## src/sv/assert_macros.svh

```systemverilog
// Assertion macros for the seven-segment scanner RTL.
// Included by files that carry concurrent checks; no other dependencies.
`ifndef ASSERT_MACROS_SVH
`define ASSERT_MACROS_SVH
`ifndef SYNTH
`define CSSC_ASSERT_IMP(lbl, clk, rst_n, ante, cons) \
  lbl: assert property (@(posedge clk) disable iff (!rst_n) (ante) |-> (cons)) \
    else $error("assertion failed");
`define CSSC_ASSERT_NXT(lbl, clk, rst_n, ante, cons) \
  lbl: assert property (@(posedge clk) disable iff (!rst_n) (ante) |=> (cons)) \
    else $error("assertion failed");
`else
`define CSSC_ASSERT_IMP(lbl, clk, rst_n, ante, cons)
`define CSSC_ASSERT_NXT(lbl, clk, rst_n, ante, cons)
`endif
`endif

```

## src/sv/cssc_pkg.sv

```systemverilog
// Shared types and constants of the chained seven-segment scanner.
// No dependencies; imported by cssc_core and the top level.
`default_nettype none
package cssc_pkg;

  typedef logic [1:0] mode_t;

  localparam mode_t MODE_SCAN  = 2'd0;
  localparam mode_t MODE_BLANK = 2'd1;
  localparam mode_t MODE_CMD   = 2'd2;

  localparam logic [3:0]  CHECK_NIBBLE = 4'hA;
  localparam logic [3:0]  ADDR_RESET   = 4'h4;
  localparam logic [31:0] FORWARD_STEP = 32'h0001_0000;
  localparam logic [3:0]  COMMONS_OFF  = 4'hF;

  typedef struct packed {
    logic [6:0]  segments;
    logic [3:0]  commons;
    logic        forward_valid;
    logic [31:0] forward_word;
  } result_t;

  function automatic logic [6:0] hex_pattern(input logic [3:0] d);
    logic [6:0] p;
    case (d)
      4'h0: p = 7'h3F;
      4'h1: p = 7'h06;
      4'h2: p = 7'h5B;
      4'h3: p = 7'h4F;
      4'h4: p = 7'h66;
      4'h5: p = 7'h6D;
      4'h6: p = 7'h7D;
      4'h7: p = 7'h07;
      4'h8: p = 7'h7F;
      4'h9: p = 7'h6F;
      4'hA: p = 7'h77;
      4'hB: p = 7'h7C;
      4'hC: p = 7'h39;
      4'hD: p = 7'h5E;
      4'hE: p = 7'h79;
      default: p = 7'h71;
    endcase
    return p;
  endfunction

endpackage
`default_nettype wire

```

## src/sv/cssc_core.sv

```systemverilog
// Display state (digit store, scan position, drives) and the per-request step logic.
// Depends on cssc_pkg.
`default_nettype none
module cssc_core import cssc_pkg::*; #(
  parameter int DIGIT_COUNT = 4
) (
  input  wire logic        clk,
  input  wire logic        rst_n,
  input  wire logic        step,
  input  wire mode_t       mode,
  input  wire logic [31:0] command_word,
  input  wire logic [3:0]  own_address,
  output result_t          res
);

  localparam int POS_W = (DIGIT_COUNT > 1) ? $clog2(DIGIT_COUNT) : 1;
  localparam int LOAD_N = (DIGIT_COUNT < 4) ? DIGIT_COUNT : 4;
  localparam logic [POS_W-1:0] POS_LAST = POS_W'(DIGIT_COUNT - 1);

  logic [3:0]       digits_r   [DIGIT_COUNT];
  logic [3:0]       digits_nxt [DIGIT_COUNT];
  logic [POS_W-1:0] pos_r, pos_nxt;
  logic [6:0]       seg_r, seg_nxt;
  logic [3:0]       com_r, com_nxt;
  logic [2:0]       pos_ext;
  logic             own_hit;

  assign pos_ext = 3'(pos_r);
  assign own_hit = (command_word[19:16] == own_address);

  always_comb begin
    digits_nxt = digits_r;
    pos_nxt    = pos_r;
    seg_nxt    = seg_r;
    com_nxt    = com_r;
    res.forward_valid = 1'b0;
    res.forward_word  = '0;
    case (mode)
      MODE_SCAN: begin
        for (int k = 0; k < 4; k++) begin
          com_nxt[k] = !((k < DIGIT_COUNT) && (pos_ext == 3'(k)));
        end
        seg_nxt = hex_pattern(digits_r[pos_r]);
        pos_nxt = (pos_r == POS_LAST) ? '0 : pos_r + 1'b1;
      end
      MODE_BLANK: begin
        com_nxt = COMMONS_OFF;
      end
      MODE_CMD: begin
        if (own_hit) begin
          if (command_word[23:20] == CHECK_NIBBLE) begin
            for (int i = 0; i < LOAD_N; i++) begin
              digits_nxt[i] = command_word[15 - 4*i -: 4];
            end
          end
        end else if (command_word != '0) begin
          res.forward_valid = 1'b1;
          res.forward_word  = command_word - FORWARD_STEP;
        end
      end
      default: begin
      end
    endcase
    res.segments = seg_nxt;
    res.commons  = com_nxt;
  end

  always_ff @(posedge clk) begin
    if (!rst_n) begin
      for (int i = 0; i < DIGIT_COUNT; i++) begin
        digits_r[i] <= 4'(i);
      end
      pos_r <= '0;
      seg_r <= '0;
      com_r <= COMMONS_OFF;
    end else if (step) begin
      digits_r <= digits_nxt;
      pos_r    <= pos_nxt;
      seg_r    <= seg_nxt;
      com_r    <= com_nxt;
    end
  end

endmodule
`default_nettype wire

```

## src/sv/chained_seven_segment_scanner.sv

```systemverilog
// Multiplexed hex seven-segment driver on a command daisy chain. Each request
// (scan tick, blank tick or command word) is captured in an input register,
// processed combinationally by cssc_core and its result held in an output
// register; one request per cycle is sustained, and out_valid is driven from
// the output register. Both registers stall only on out_ready low.
// Depends on cssc_pkg, cssc_core and assert_macros.svh.
`default_nettype none
`include "assert_macros.svh"
module chained_seven_segment_scanner import cssc_pkg::*; #(
  parameter int DIGIT_COUNT = 4
) (
  input  wire logic        clk,
  input  wire logic        rst_n,
  input  wire logic        in_valid,
  output logic             in_ready,
  input  wire logic [1:0]  in_mode,
  input  wire logic [31:0] in_command_word,
  output logic             out_valid,
  input  wire logic        out_ready,
  output logic [6:0]       out_segments,
  output logic [3:0]       out_commons,
  output logic             out_forward_valid,
  output logic [31:0]      out_forward_word,
  input  wire logic        cfg_valid,
  output logic             cfg_ready,
  input  wire logic [3:0]  cfg_data
);

  logic        s1_valid_r;
  mode_t       s1_mode_r;
  logic [31:0] s1_word_r;
  logic        s1_go;
  logic        out_valid_r;
  result_t     res, res_r;
  logic [3:0]  own_addr_r;

  assign cfg_ready = 1'b1;
  assign s1_go     = s1_valid_r && (!out_valid_r || out_ready);
  assign in_ready  = !s1_valid_r || s1_go;

  always_ff @(posedge clk) begin
    if (!rst_n) begin
      own_addr_r <= ADDR_RESET;
    end else if (cfg_valid && cfg_ready) begin
      own_addr_r <= cfg_data;
    end
  end

  always_ff @(posedge clk) begin
    if (!rst_n) begin
      s1_valid_r <= 1'b0;
    end else if (in_ready) begin
      s1_valid_r <= in_valid;
    end
  end

  always_ff @(posedge clk) begin
    if (in_valid && in_ready) begin
      s1_mode_r <= in_mode;
      s1_word_r <= in_command_word;
    end
  end

  cssc_core #(
    .DIGIT_COUNT (DIGIT_COUNT)
  ) u_core (
    .clk          (clk),
    .rst_n        (rst_n),
    .step         (s1_go),
    .mode         (s1_mode_r),
    .command_word (s1_word_r),
    .own_address  (own_addr_r),
    .res          (res)
  );

  always_ff @(posedge clk) begin
    if (!rst_n) begin
      out_valid_r <= 1'b0;
    end else if (!out_valid_r || out_ready) begin
      out_valid_r <= s1_valid_r;
    end
  end

  always_ff @(posedge clk) begin
    if (s1_go) begin
      res_r <= res;
    end
  end

  assign out_valid         = out_valid_r;
  assign out_segments      = res_r.segments;
  assign out_commons       = res_r.commons;
  assign out_forward_valid = res_r.forward_valid;
  assign out_forward_word  = res_r.forward_word;

  `CSSC_ASSERT_IMP(a_one_digit_on, clk, rst_n, out_valid, $onehot0(~out_commons))
  `CSSC_ASSERT_IMP(a_fwd_zero, clk, rst_n, out_valid && !out_forward_valid, out_forward_word == '0)
  `CSSC_ASSERT_NXT(a_s1_held, clk, rst_n, s1_valid_r && !s1_go, s1_valid_r && $stable(s1_word_r))
  `CSSC_ASSERT_NXT(a_out_loaded, clk, rst_n, s1_go, out_valid_r)

endmodule
`default_nettype wire
```

## config.mk

```make
export PLATFORM = sky130hd
export DESIGN_NAME = chained_seven_segment_scanner
export DESIGN_NICKNAME = d
export VERILOG_FILES = /design/src/sv/cssc_pkg.sv /design/src/sv/cssc_core.sv /design/src/sv/chained_seven_segment_scanner.sv
export VERILOG_INCLUDE_DIRS = /design/src /design/src/sv
export SDC_FILE = /design/constraint.sdc
export NUM_CORES = 1
export LEC_CHECK = 0
export BUFFER_PORTS_ARGS = -buffer_cell sky130_fd_sc_hd__clkbuf_2
export CORE_ASPECT_RATIO = 1.5
export CORE_UTILIZATION = 35
export CTS_BUF_LIST = sky130_fd_sc_hd__clkbuf_4 sky130_fd_sc_hd__clkbuf_8 sky130_fd_sc_hd__clkbuf_16
export DETAILED_ROUTE_END_ITERATION = 10
export GPL_TIMING_DRIVEN = 1
export MAX_ROUTING_LAYER = met4
export PLACE_DENSITY = 0.57
export SYNTH_ARGS = -nofsm -noshare
export SYNTH_HDL_FRONTEND = slang
export SYNTH_SLANG_ARGS = --single-unit
```

## constraint.sdc

```tcl
create_clock -name clk -period 6.6 [get_ports clk]
set_input_delay 1.32 -clock clk [delete_from_list [all_inputs] [get_ports clk]]
set_output_delay 1.32 -clock clk [all_outputs]
set_load 0.02 [all_outputs]
```

==> results_dict.tcl, run 1 <==
set metrics [dict create \
    grt_pass1_wl_um 16900 \
    die_y_um 148 \
    syn_inst 407 \
    syn-cell-area_sq_mm 0.00495 \
    cts_buffers 17 \
    wirelength_um 10400 \
    path_clk_slew_ps 50 \
    critPathCaptureType "output port" \
    dr_total_vias 3383 \
    start_kind "input port" \
    cts_max_level 4 \
    yosys_warnings 0 \
    hold_buffers 0 \
    critPathKind "input port to output port" \
    period_share 0.495 \
    ys_ff_latch 113 \
    async_flop_share 0 \
    io_buffers 88 \
    clock-sinks 113 \
    power_density_mw_per_mm2 302 \
    grt_usage 0.157 \
    rrSetupSlack_ps 3860 \
    fmax_ghz 0.306 \
    route.detailed.drc 0 \
    setup_tns_ps 0 \
    synthFlopType "edfxtp_1" \
    syn_nets 462 \
    hold_violations 0 \
    synth_edf_count 78 \
    hp-class "flop to flop" \
    crit_fanout 3 \
    status "completed" \
    io_pins 90 \
    rows 52 \
    fin_skew_ps 7.99 \
    clock_latency_ps 400 \
    irDropWorstVdd_mv 0.165 \
    post_cts_buffers 0 \
    grt_max_degree 49 \
    rsz0062_at_grt "no" \
    relSlewSlack 0.321 \
    diodes 0 \
    setup_viol 0 \
    area_delta_synth_final_pct 23.8 \
    hpwl_um 7480 \
    antenna_found_initial 0 \
    post_drt_wl_per_cell_um 15.5 \
    cp.arrival_ps 1950 \
    core_sq_mm 0.0137 \
    p_total_w 0.00185 \
    num-nets-final 551 \
    start_util 0.363 \
    finalCriticalPeriod_ps 3270 \
    avgSynthCellArea_sq_um 12.2 \
    cts_tree "done" \
    cap_violations 0 \
    viasPerCell 5.04 \
    dieArea_sq_mm 0.0146 \
    tightestPinTransition_ps 1020 \
    drt_first_iter_violations 133 \
    first_pass_iters 4 \
    drive_gt1_frac 0.285 \
    detail-route-antenna-nets 0 \
    root_buffer "clkbuf_16" \
    gp_congestion 0.805 \
    p_leak_nw 2.28 \
    clk_path_buf_depth 2 \
    grt_overflow 0 \
    grt_pass1_vias 3393 \
    worstPathRequired_ps 5280 \
    report.final.slew_viol_count 0 \
    ys_types 48 \
    synth-seq-area-share 0.614 \
    utilization 0.449 \
    die-width_um 99.1 \
    cts_resized 0 \
]
## cell usage in the layout (no fill, tap or decap), types with 3 or more instances in the layout
| cell type | synthesis | final |
|---|---|---|
| clkbuf_2 | 0 | 88 |
| edfxtp_1 | 78 | 78 |
| dfxtp_1 | 35 | 35 |
| nand3_1 | 30 | 30 |
| o21ai_0 | 28 | 28 |
| nor2_1 | 24 | 24 |
| nand2_1 | 22 | 22 |
| clkbuf_16 | 0 | 17 |
| a21boi_0 | 16 | 16 |
| inv_1 | 13 | 12 |
| a21oi_1 | 12 | 12 |
| ha_1 | 12 | 12 |
| nor2b_1 | 11 | 11 |
| nor3_1 | 9 | 9 |
| and2_4 | 9 | 9 |
| xnor2_1 | 8 | 8 |
| o31ai_1 | 7 | 7 |
| mux2i_1 | 6 | 6 |
| and2_1 | 6 | 6 |
| xor2_1 | 6 | 6 |
| mux4_2 | 5 | 5 |
| mux2_2 | 4 | 4 |
| nand2b_1 | 4 | 4 |
| or3_1 | 4 | 4 |
| nor4_1 | 5 | 4 |
| clkinv_2 | 0 | 4 |
| bufinv_16 | 0 | 4 |
| clkinv_1 | 0 | 4 |
| or4_4 | 3 | 3 |
| nand4_1 | 3 | 3 |
| or4_1 | 3 | 3 |
## logic make-up after synthesis
| logic type | synth area share |
|---|---|
| compound gates | 0.101 |
| other cells | 0.000757 |
| flops | 0.614 |
| xor+xnor | 0.0248 |
| mux | 0.0440 |
| simple gates | 0.156 |
| fa+ha+maj | 0.0303 |
| buf+inv | 0.0285 |
## state kept, by name (all words and copies together) (netlist names)
name and count:
u_core.digits_r 16, out_commons 4, u_core.pos_r 2, s1_word_r 32
u_core.com_r 4, own_addr_r 4, s1_mode_r 2, out_valid 1
out_forward_word 32, out_segments 7, u_core.seg_r 7, out_forward_valid 1
s1_valid_r 1
## area by class of cell
type	instances	area, sq um
fillers	1287	7530
flip-flops and latches	113	3040
multi-input cells	260	1780
repair buffers	90	455
clock buffers	18	433
well taps	162	203
clock inverters	14	170
inverters	14	52.6
## layer usage
| metal | track usage | share of wire | up-vias | routed length, um |
|---|---|---|---|---|
| met3 | 0.0369 | 0.027 | 11 | 283 |
| met5 | - | 0 | - | 0 |
| met2 | 0.276 | 0.55 | 74 | 5710 |
| met1 | 0.165 | 0.40 | 1628 | 4200 |
| met4 | 0.0772 | 0.020 | 0 | 208 |
| li1 | - | - | 1670 | - |
## synthesized netlist by cell type, types with 2 or more instances
master    number  area share
a21boi_0      16       0.024
a21boi_1       2      0.0030
a21oi_1       12       0.012
and2_1         6      0.0076
and2_4         9       0.016
and3_1         2      0.0025
and4_1         2      0.0035
buf_2          2      0.0020
clkbuf_1      16       0.012
dfxtp_1       35        0.14
edfxtp_1      78        0.47
ha_1          12       0.030
inv_1         13      0.0099
mux2_2         4      0.0091
mux2i_1        6       0.012
mux4_2         5       0.023
nand2_1       22       0.017
nand2b_1       4      0.0051
nand3_1       30       0.030
nand4_1        3      0.0038
nor2_1        24       0.018
nor2b_1       11       0.014
nor3_1         9      0.0091
nor4_1         5      0.0063
o211ai_1       2      0.0030
o21ai_0       28       0.028
o22ai_1        2      0.0025
o31ai_1        7       0.011
o41ai_1        2      0.0035
or3_1          4      0.0051
or4_1          3      0.0045
or4_4          3      0.0068
xnor2_1        8       0.014
xor2_1         6       0.011
## path summary, 6_finish.rpt
| path | start | to | depth (start not counted) |
|---|---|---|---|
| worst max register to register | s1_word_r[28]$_DFFE_PP_ | out_forward_word[7]$_SDFFCE_PP0P_ | 5 |
| worst min-delay path | u_core.seg_r[3]$_SDFFE_PN0P_ | u_core.seg_r[3]$_SDFFE_PN0P_ | 2 |
| worst min register to register | u_core.seg_r[3]$_SDFFE_PN0P_ | u_core.seg_r[3]$_SDFFE_PN0P_ | 2 |
| worst max-delay path | out_ready | in_ready | 4 |
## metrics by stage
step | setup WS, ps | cells | hold WS, ps | cell area [sq um]
after floorplan | 3630 | 407 | 435 | 4950
after global placement | 3370 | 639 | 440 | 5530
after detailed placement | 3330 | 639 | 447 | 5530
after CTS | 3330 | 671 | 454 | 6130
after global routing | 3260 | 671 | 489 | 6130
final | 3330 | 671 | 454 | 6130
## power breakdown
part / internal [W] / switching (W)
clock network: 0.000626 / 0.000300
logic: 0.0000412 / 0.0000684
registers: 0.000794 / 0.0000214
total: 0.00146 / 0.000390
## critical path, stage by stage
cell      delay, ps
clkbuf_2         90
nor2b_1         250
nand2_1         110
clkbuf_2        170
No activity file was read; power rests on OpenSTA's default activity.
==> inputs of run 2 (changes only) <==
--- a/config.mk
+++ b/config.mk
@@ -13,7 +13,7 @@
 export DETAILED_ROUTE_END_ITERATION = 10
 export GPL_TIMING_DRIVEN = 1
 export MAX_ROUTING_LAYER = met4
-export PLACE_DENSITY = 0.57
+export PLACE_DENSITY = 0.59
 export SYNTH_ARGS = -nofsm -noshare
 export SYNTH_HDL_FRONTEND = slang
 export SYNTH_SLANG_ARGS = --single-unit
==> constraint.sdc (replaced) <==
create_clock -name clk -period 3 [get_ports clk]
set_input_delay 0.6 -clock clk [delete_from_list [all_inputs] [get_ports clk]]
set_output_delay 0.6 -clock clk [all_outputs]
set_load 0.02 [all_outputs]
==> run 2 against run 1 <==
Against the previous run: register-to-register slack worse by 3600 ps; sequential power rose by 120%; setup slack worse by 3000 ps; flip-flop and latch count stayed put; worst hold slack got worse by 79 ps; critical path type is now flop to flop; largest cell class unchanged.
==> results_dict.tcl, run 2 (same netlist as run 1, synthesis figures left out) <==
set metrics [dict create \
    critPathCaptureType "flop" \
    min_to "s1_word_r[22]$_DFFE_PP_" \
    hold_start "in_command_word[22]" \
    clock-sinks 113 \
    hold_violations 0 \
    num-nets-final 555 \
    cts_buffers 17 \
    rsz0062_at_grt "no" \
    hold_buffers 0 \
    post_drt_wl_per_cell_um 15.8 \
    rows 52 \
    irDropWorstVdd_mv 0.325 \
    final_cell_mix "clkbuf_2, edfxtp_1, dfxtp_1, nand3_1, o21ai_0" \
    multi_input_area_sq_mm 0.00178 \
    mostFrequentLayoutCell "clkbuf_2" \
    diodes 0 \
    utilization 0.456 \
    r2r-start "s1_word_r[28]$_DFFE_PP_" \
    start_kind "flop" \
    path_clk_slew_ps 50 \
    grt_pass1_vias 3546 \
    area_delta_synth_final_pct 25.7 \
    crit_fanout 15 \
    die-width_um 99.1 \
    fmax_ghz 0.368 \
    cts_resized 0 \
    core_sq_mm 0.0137 \
    power_density_mw_per_mm2 677 \
    start_util 0.363 \
    p_total_w 0.00422 \
    p_leak_nw 2.34 \
    worstRegToRegCells 5 \
    cap_violations 0 \
    post_cts_buffers 0 \
    gp_congestion 0.818 \
    clock_latency_ps 400 \
    worstPathRequired_ps 3150 \
    fin_skew_ps 8.56 \
    die_y_um 148 \
    drive_gt1_frac 0.298 \
    setup_viol 0 \
    status "completed" \
    grt_pass1_wl_um 17600 \
    finalCriticalPeriod_ps 2710 \
    period_share 0.905 \
    dieArea_sq_mm 0.0146 \
    relSlewSlack 0.559 \
    cp.arrival_ps 2860 \
    cts_max_level 4 \
    detail-route-antenna-nets 0 \
    wirelength_um 10700 \
    hold_depth 1 \
    tightestPinTransition_ps 662 \
    fillers 1284 \
    setup_tns_ps 0 \
    grt_overflow 0 \
    root_buffer "clkbuf_16" \
    io_buffers 88 \
    hp-class "input port to flop" \
    report.final.slew_viol_count 0 \
    first_pass_iters 4 \
    register_area_sq_mm 0.00304 \
    route.detailed.drc 0 \
    clk_path_buf_depth 2 \
    drt_first_iter_violations 201 \
    r2r_end "out_forward_word[15]$_SDFFCE_PP0P_" \
    critPathKind "flop to flop" \
    io_pins 90 \
    antenna_found_initial 0 \
    cts_tree "done" \
    grt_usage 0.162 \
    rrSetupSlack_ps 290 \
    viasPerCell 5.05 \
    dr_total_vias 3412 \
    hpwl_um 7770 \
    grt_max_degree 37 \
]
[run 2: routing by layer]
layer | share of wire | up-vias | global-route usage
li1 | - | 1682 | -
met1 | 0.41 | 1650 | 0.176
met3 | 0.028 | 13 | 0.0322
met4 | 0.025 | 0 | 0.0721
met2 | 0.54 | 67 | 0.284
met5 | 0 | - | -
[run 2: metrics by stage]
stage               instances  instance area [sq um]  hold slack [ps]  worst slack [ps]
detailed placement        643                   5570              464               282
finish                    675                   6230              375               286
global route              675                   6230              354               154
global placement          643                   5570              442               357
floorplan                 407                   4950              435               745
CTS                       675                   6230              359               284
[run 2: critical path, stage by stage, from the launching register on]
cell and delay [ps]:
edfxtp_1 460, or3_1 410, or4_4 470, o311ai_4 640, inv_2 260, and2_1 230
[run 2: final cells by class]
| cell class | count | share of cell area |
|---|---|---|
| repair buffers | 94 | 0.0800 |
| clock buffers | 29 | 0.0906 |
| multi-input cells | 260 | 0.285 |
| inverters | 14 | 0.00844 |
| flip-flops and latches | 113 | 0.489 |
| well taps | 162 | 0.0326 |
| clock inverters | 3 | 0.0145 |
[run 2: worst max-delay path by stage]
stage,from,endpoint,slack [ps],cells after the start
finish,s1_word_r[28]$_DFFE_PP_,out_forward_word[15]$_SDFFCE_PP0P_,290,5
global route,s1_word_r[16]$_DFFE_PP_,out_forward_word[1]$_SDFFCE_PP0P_,150,7
CTS,s1_word_r[28]$_DFFE_PP_,out_forward_word[0]$_SDFFCE_PP0P_,280,5
detailed placement,s1_word_r[28]$_DFFE_PP_,out_forward_word[0]$_SDFFCE_PP0P_,280,5
global placement,s1_word_r[28]$_DFFE_PP_,out_forward_word[0]$_SDFFCE_PP0P_,360,5
floorplan,u_core.pos_r[0]$_SDFFE_PN0P_,u_core.seg_r[3]$_SDFFE_PN0P_,750,8
[run 2: report_power, final]
group / switching, W / total [W] / internal, W / leakage (nW)
clock: 0.000652 / 0.00218 / 0.00152 / 0.328
combinational: 0.000154 / 0.000250 / 0.0000958 / 0.992
sequential: 0.0000446 / 0.00179 / 0.00175 / 1.02
total: 0.000851 / 0.00422 / 0.00337 / 2.34
